==> src/sv/hksa_pkg.sv <==
`timescale 1ns / 1ps
// Shared types and constants of the heatmap kernel splat accumulator.
// No dependencies; every other file of the block imports this package.
package hksa_pkg;

    // default sizes of the grid store and the kernel radius limit
    localparam int GRID_CELLS_DEF = 65536;
    localparam int MAX_RADIUS_DEF = 64;

    // field widths
    localparam int CMD_W      = 2;
    localparam int COORD_W    = 12;
    localparam int WEIGHT_W   = 32;
    localparam int INDEX_W    = 16;
    localparam int LEVEL_W    = 17;
    localparam int PEAK_W     = 39;
    localparam int SUM_W      = 40;
    localparam int DIM_W      = 11;
    localparam int RAD_W      = 7;
    localparam int CFG_IDX_W  = 2;
    localparam int CFG_DATA_W = 39;

    // internal widths: window geometry, cell address, quotient
    localparam int GEOM_W = 14;
    localparam int IDX_W  = 23;
    localparam int QUO_W  = 32;

    // commands
    localparam logic [CMD_W-1:0] CMD_CLEAR = 2'd0;
    localparam logic [CMD_W-1:0] CMD_SPLAT = 2'd1;
    localparam logic [CMD_W-1:0] CMD_READ  = 2'd2;

    // configuration register indexes
    localparam logic [CFG_IDX_W-1:0] REG_GRID_WIDTH   = 2'd0;
    localparam logic [CFG_IDX_W-1:0] REG_GRID_HEIGHT  = 2'd1;
    localparam logic [CFG_IDX_W-1:0] REG_RADIUS_CELLS = 2'd2;
    localparam logic [CFG_IDX_W-1:0] REG_EXPLICIT_MAX = 2'd3;

    // full-scale level, 1.0 in Q1.16
    localparam logic [LEVEL_W-1:0] LEVEL_ONE = 17'h10000;

    // saturation bounds of a cell sum
    localparam logic [SUM_W-1:0] SUM_MAX = 40'h7F_FFFF_FFFF;
    localparam logic [SUM_W-1:0] SUM_MIN = 40'h80_0000_0000;

endpackage

==> src/sv/hksa_div.sv <==
`timescale 1ns / 1ps
// Restoring divider, one quotient bit per cycle, 32-bit quotient.
// Uses hksa_pkg. Caller guarantees the quotient fits in QUO_W bits.
module hksa_div
    import hksa_pkg::*;
#(
    parameter int DSW = 40,
    parameter int DDW = DSW + QUO_W
) (
    input  logic             aclk,
    input  logic             aresetn,
    input  logic             start,
    input  logic [DDW-1:0]   dividend,
    input  logic [DSW-1:0]   divisor,
    output logic             done,
    output logic [QUO_W-1:0] quotient
);

    localparam int CNT_W = $clog2(QUO_W + 1);

    logic             busy_reg, busy_next;
    logic             done_reg, done_next;
    logic [CNT_W-1:0] cnt_reg, cnt_next;
    logic [DSW-1:0]   rem_reg, rem_next;
    logic [DSW-1:0]   dsr_reg, dsr_next;
    logic [QUO_W-1:0] low_reg, low_next;
    logic [QUO_W-1:0] quo_reg, quo_next;
    logic [DSW:0]     shifted;
    logic [DSW:0]     diff;

    // one long-division step: shift in the next dividend bit, try subtract
    always_comb begin
        shifted   = {rem_reg, low_reg[QUO_W-1]};
        diff      = shifted - {1'b0, dsr_reg};
        busy_next = busy_reg;
        done_next = 1'b0;
        cnt_next  = cnt_reg;
        rem_next  = rem_reg;
        dsr_next  = dsr_reg;
        low_next  = low_reg;
        quo_next  = quo_reg;
        if (start) begin
            busy_next = 1'b1;
            cnt_next  = CNT_W'(QUO_W);
            rem_next  = dividend[DDW-1:QUO_W];
            low_next  = dividend[QUO_W-1:0];
            dsr_next  = divisor;
        end else if (busy_reg) begin
            low_next = {low_reg[QUO_W-2:0], 1'b0};
            if (!diff[DSW]) begin
                rem_next = diff[DSW-1:0];
                quo_next = {quo_reg[QUO_W-2:0], 1'b1};
            end else begin
                rem_next = shifted[DSW-1:0];
                quo_next = {quo_reg[QUO_W-2:0], 1'b0};
            end
            cnt_next = cnt_reg - CNT_W'(1);
            if (cnt_reg == CNT_W'(1)) begin
                busy_next = 1'b0;
                done_next = 1'b1;
            end
        end
    end

    always_ff @(posedge aclk) begin
        if (!aresetn) begin
            busy_reg <= 1'b0;
            done_reg <= 1'b0;
            cnt_reg  <= '0;
        end else begin
            busy_reg <= busy_next;
            done_reg <= done_next;
            cnt_reg  <= cnt_next;
        end
    end

    always_ff @(posedge aclk) begin
        rem_reg <= rem_next;
        dsr_reg <= dsr_next;
        low_reg <= low_next;
        quo_reg <= quo_next;
    end

    assign done     = done_reg;
    assign quotient = quo_reg;

endmodule

==> config.mk <==
export PLATFORM = sky130hd
export DESIGN_NAME = hksa_div
export DESIGN_NICKNAME = d
export VERILOG_FILES = /design/src/sv/hksa_pkg.sv /design/src/sv/hksa_div.sv
export SDC_FILE = /design/constraint.sdc
export NUM_CORES = 1
export LEC_CHECK = 0
export BUFFER_PORTS_ARGS = -buffer_cell sky130_fd_sc_hd__buf_2
export CAP_MARGIN = 20
export CORE_MARGIN = 5
export CORE_UTILIZATION = 57
export DETAILED_ROUTE_END_ITERATION = 8
export PLACE_DENSITY = 0.8
export SLEW_MARGIN = 40
export SYNTH_ARGS = -nofsm -noshare
export SYNTH_HDL_FRONTEND = slang
export SYNTH_SLANG_ARGS = --single-unit
export TNS_END_PERCENT = 10
==> constraint.sdc <==
create_clock -name aclk -period 3.7 [get_ports aclk]
set_input_delay 0.37 -clock aclk [delete_from_list [all_inputs] [get_ports aclk]]
set_output_delay 0.37 -clock aclk [all_outputs]
set_load 0.005 [all_outputs]
# Word-level counts from Yosys, hierarchy flattened
# Index checks and enable logic that the tools add are counted.
# W data, S select, Z words.
[word_totals]
reg_bits = 152
latchBits = 0
mem_bits_rw = 0
mem_bits_ro = 0
word_cells = 30
n_memories = 0
[op_classes]
addsub = 2
multipliers = 0
div = 0
n_lt_le_gt_ge = 0
eq_ne = 1
shift = 0
muxes = 12
n_bitwise = 3
n_reduce_logical = 4
[ops]
columns = ["cell", "n"]
rows = [
  ["$mux W40", 3],
  ["$mux W32", 2],
  ["$sub A41 B40 Y41", 1],
  ["$mux W6", 2],
  ["$eq A6 B1 Y1 const B", 1],
  ["$sub A6 B1 Y6 const B", 1],
  ["$mux W1", 5],
  ["$not A1 Y1", 3],
  ["$reduce_or A3 Y1", 1],
  ["$reduce_and A2 Y1", 1],
  ["$reduce_bool A2 Y1", 1],
  ["$reduce_or A2 Y1", 1],
]

# Depth between registers and ports, before layout
[depth]
word_depth = 4
mapped_depth = 14
depth_no_buf = 13

# Least setup slack after synthesis
# Ideal clock, no wire load.
[synth_path]
path_kind = "flip-flop to flip-flop"
startpoint = "reg low_reg[31]"
endpoint = "reg rem_reg[30], data pin"
t_arrival_ps = 2836
required_ps = 3444
slack_ps = 608
stages_incl_launch_ff = 14
path_buffers = 1
cell_sequence = "edfxtp_1 > inv_1 > ha_1 > inv_1 > fa_1 > a211o_1 > a211oi_2 > o31a_2 > o2111ai_2 > a211o_2 > nand4_4 > inv_2 > buf_4 > a31o_2"
[synth_via]
elab_chain_cells = 4
[synth_rtl]
columns = ["element", "line", "rtl"]
rows = [
  ["start: declaration", "hksa_div.sv:26", "logic [QUO_W-1:0] low_reg, low_next;"],
  ["start signal: assignment", "hksa_div.sv:80", "low_reg <= low_next;"],
  ["$sub A41 B40 Y41", "hksa_div.sv:34", "diff = shifted - {1'b0, dsr_reg};"],
  ["$mux W40", "hksa_div.sv:50", "if (!diff[DSW]) begin"],
  ["$mux W40", "hksa_div.sv:48", "end else if (busy_reg) begin"],
  ["$mux W40", "hksa_div.sv:42", "if (start) begin"],
  ["via rem_next[30]", "hksa_div.sv:24", "logic [DSW-1:0] rem_reg, rem_next;"],
  ["end signal: assignment", "hksa_div.sv:78", "rem_reg <= rem_next;"],
  ["end: declaration", "hksa_div.sv:24", ""],
]
# The timed path passes the listed nets, and every way through them passes these cells. The select of a mux whose other input is x is not followed.
# A chain may end at the register's enable or synchronous reset.

# Worst setup path in the final report
[layout_path]
startpoint = "reg low_reg[31]"
endpoint = "reg rem_reg[35], data pin"
# The elaborated chain is that of the path after synthesis.

==> impl_metrics.json <==
{
  "path_common_cell": "inv_1",
  "ir_drop_mv": 0.5344,
  "switching_power_mw": 2.157,
  "ys_ff_latch": 152,
  "grt_start_max_net_pins": 73,
  "final_antenna_net_count": 0,
  "fin_worst_skew_ns": 0.006794,
  "io_pins": 148,
  "syn_avg_cell_area_um2": 11.12,
  "cp.depth": 13,
  "cpPeakStageDelay_ns": 0.51,
  "numPlacedInstances": 1083,
  "tns_ns": 0,
  "whs_path_depth": 1,
  "synth.net_count": 931,
  "yosysWarnings": 0,
  "start_kind": "flop",
  "antenna_cells": 0,
  "critical_path_class": "reg -> reg",
  "rsz0062_at_grt": "false",
  "cp-end-kind": "flop",
  "area_growth_pct": 17.54,
  "cts_made_buffers": 17,
  "reg2reg_depth": 13,
  "synthArstFlopShare_pct": 0,
  "layout_setup_ws_ns": 0.1800,
  "avgRoutedWirePerCell_um": 17.49,
  "hold_ws_ns": 0.1147,
  "place_area_um2": 9470,
  "internal_power_mw": 4.147,
  "timing.final.crit_share_pct": 95.13,
  "clkPwrFrac_pct": 28.5,
  "yosysTopAreaCellShare_pct": 50.30,
  "cts_buffer_depth": 2,
  "gp_congestion": 0.8954,
  "die_y_um": 132.8,
  "antenna_found_initial": 0,
  "max_slew_margin_pct": 59.95,
  "leakagePower_nw": 4.230,
  "worst-path-buf-inv": 3,
  "instances_no_fill": 1118,
  "drv_cap": 0,
  "syn_inst": 773,
  "dieArea_um2": 17640,
  "num_vias": 6480,
  "clockRootBuffer": "clkbuf_16",
  "insertion_delay_ns": 0.43,
  "via_per_inst": 5.796,
  "powerDensity_nw_per_um2": 623.9,
  "drive_above_1_share_pct": 26.12,
  "final_net_count": 1079,
  "first_pass_iters": 5,
  "maxSlewViolCount": 0,
  "cts_tree": "done",
  "core_um2": 14640,
  "status": "completed",
  "synth-main-ff-cell": "edfxtp_1",
  "crit_arrival_ns": 3.80,
  "cpLargestDelayFamily": "compound AO/OA/AOI/OAI gates",
  "cts_sinks": 152,
  "grt_pass1_vias": 6496,
  "worst_path_max_delay_cell": "or4_1",
  "yosys.area.top_type": "edfxtp_1",
  "start_util_pct": 58.71,
  "combPwrFrac_pct": 35.6,
  "gr-usage-all-layers_pct": 22.23,
  "p_total_mw": 6.304,
  "tightest_slew_ns": 0.5957,
  "final_util_pct": 69.00,
  "dp_slack_ns": 0.04547,
  "fp-row-count": 44,
  "fp.dieW_um": 132.8,
  "worstPathRequired_ns": 3.98,
  "htreeDepth": 4,
  "finalInstanceArea_um2": 10100,
  "hold_buffers": 0,
  "crit_chain": "inv_1 > ha_1 > inv_1 > fa_1 > a211o_1 > a211oi_2 > o31a_2 > o2111ai_2 > nand3b_1 > nand4_4 > buf_4 > or4_1 > a2bb2oi_1",
  "swShare_pct": 34.21,
  "ys_seq_area_share_pct": 52.16,
  "hold_viol": 0,
  "max_freq_ghz": 0.2841,
  "finalWirelength_mm": 19.55,
  "pwr-share-seq_pct": 35.9,
  "grt-ovfl-total": 0,
  "layout_min_cycle_time_ns": 3.520,
  "hpwlAfterDp_mm": 14.11,
  "drtIter0Drc": 508,
  "yosys-top-cells-area": "edfxtp_1 50%, ha_1 6.1%, mux2_2 4.1%",
  "synthDistinctLibCells": 73,
  "hold_path_class": "in -> reg",
  "syn_area_um2": 8597,
  "port_buffers": 147,
  "path_max_fanout": 7,
  "grt_pass1_wl_mm": 31.67,
  "drc": 0,
  "synth_edf_count": 144,
  "setup_violations": 0,
  "clkTransAtPathRegs_ns": 0.07
}
==> routing by layer <==
metal | wire length (um) | track usage, % | share of wire (%) | vias to the layer above
li1 | - | - | - | 3179
met1 | 8493 | 28.70 | 43 | 3064
met2 | 9569 | 37.13 | 49 | 211
met3 | 1182 | 5.619 | 6.0 | 26
met4 | 306 | 6.640 | 1.6 | 0
met5 | 0 | 0 | 0 | -
==> power groups by stage <==
stage          Clock [mW]  Combinational, mW  Sequential (mW)
6_report             1.79               2.25             2.27
4_1_cts              1.82               2.20             2.27
3_3_place_gp            0               2.12             2.29
2_1_floorplan           0               1.72             2.26
3_5_place_dp            0               2.18             2.30
5_1_grt              1.90               2.47             2.29
==> synthesized netlist by cell type (12+ instances only) <==
cell / count
o21ai_0: 47
xnor2_1: 22
inv_1: 57
nand3_1: 16
mux2i_1: 26
nor2_1: 42
a31oi_1: 12
a21oi_1: 50
ha_1: 42
nand2_1: 77
mux2_2: 31
a21o_1: 13
xor2_1: 13
edfxtp_1: 144
nor3_1: 16
clkbuf_1: 12
==> final timing paths <==
path,from,slack (ns),end
max,low_reg[31],0.18,rem_reg[35]
min,divisor[1],0.11,dsr_reg[1]
max reg2reg,low_reg[31],0.18,rem_reg[35]
min reg2reg,quotient[24],0.44,quotient[25]
==> cell usage in the layout, fill, tap and decap left out, types with 5 or more instances in the layout <==
| cell | instances |
|---|---|
| a211oi_1 | 6 |
| a21o_1 | 13 |
| a21oi_1 | 50 |
| a2bb2oi_1 | 5 |
| a31oi_1 | 12 |
| and2_1 | 5 |
| and3_1 | 9 |
| buf_2 | 146 |
| buf_4 | 12 |
| clkbuf_16 | 17 |
| dfxtp_1 | 8 |
| edfxtp_1 | 144 |
| ha_1 | 42 |
| inv_1 | 57 |
| inv_6 | 7 |
| mux2_2 | 31 |
| mux2i_1 | 26 |
| nand2_1 | 76 |
| nand2b_1 | 5 |
| nand3_1 | 16 |
| nand4_1 | 9 |
| nor2_1 | 41 |
| nor3_1 | 16 |
| nor4_1 | 9 |
| o211ai_1 | 9 |
| o21ai_0 | 47 |
| xnor2_1 | 22 |
| xor2_1 | 13 |
==> cell families after synthesis <==
group,after synthesis,synth area share (%)
AND/OR/NAND/NOR,208,11.64
AO/OA/AOI/OAI,187,14.06
flip-flops,152,52.16
buffers and inverters,91,5.137
multiplexers,57,7.088
adder cells (fa/ha/maj),43,6.345
XOR/XNOR,35,3.566
==> final cells by class <==
type | instances | area, um^2
clock buffers | 17 | 425.4
inverters | 59 | 224.0
fillers | 1117 | 4539
flip-flops and latches | 152 | 4484
repair buffers | 161 | 880.8
well taps | 184 | 230.2
multi-input cells | 530 | 3676
clock inverters | 15 | 183.9
==> worst register-to-register path: stages (launching register included) <==
cell and delay (ns):
edfxtp_1 0.36, inv_1 0.08, ha_1 0.17, inv_1 0.06, fa_1 0.41, a211o_1 0.31, a211oi_2 0.30, o31a_2 0.28
o2111ai_2 0.20, nand3b_1 0.19, nand4_4 0.17, buf_4 0.20, or4_1 0.51, a2bb2oi_1 0.16
==> repair_timing <==
| action | in CTS | in global routing |
|---|---|---|
| resized for setup | 0 | 1 |
| buffers inserted | 0 | 3 |
| endpoints found under the setup margin | 0 | 23 |
Power figures use the tool's default switching activity.
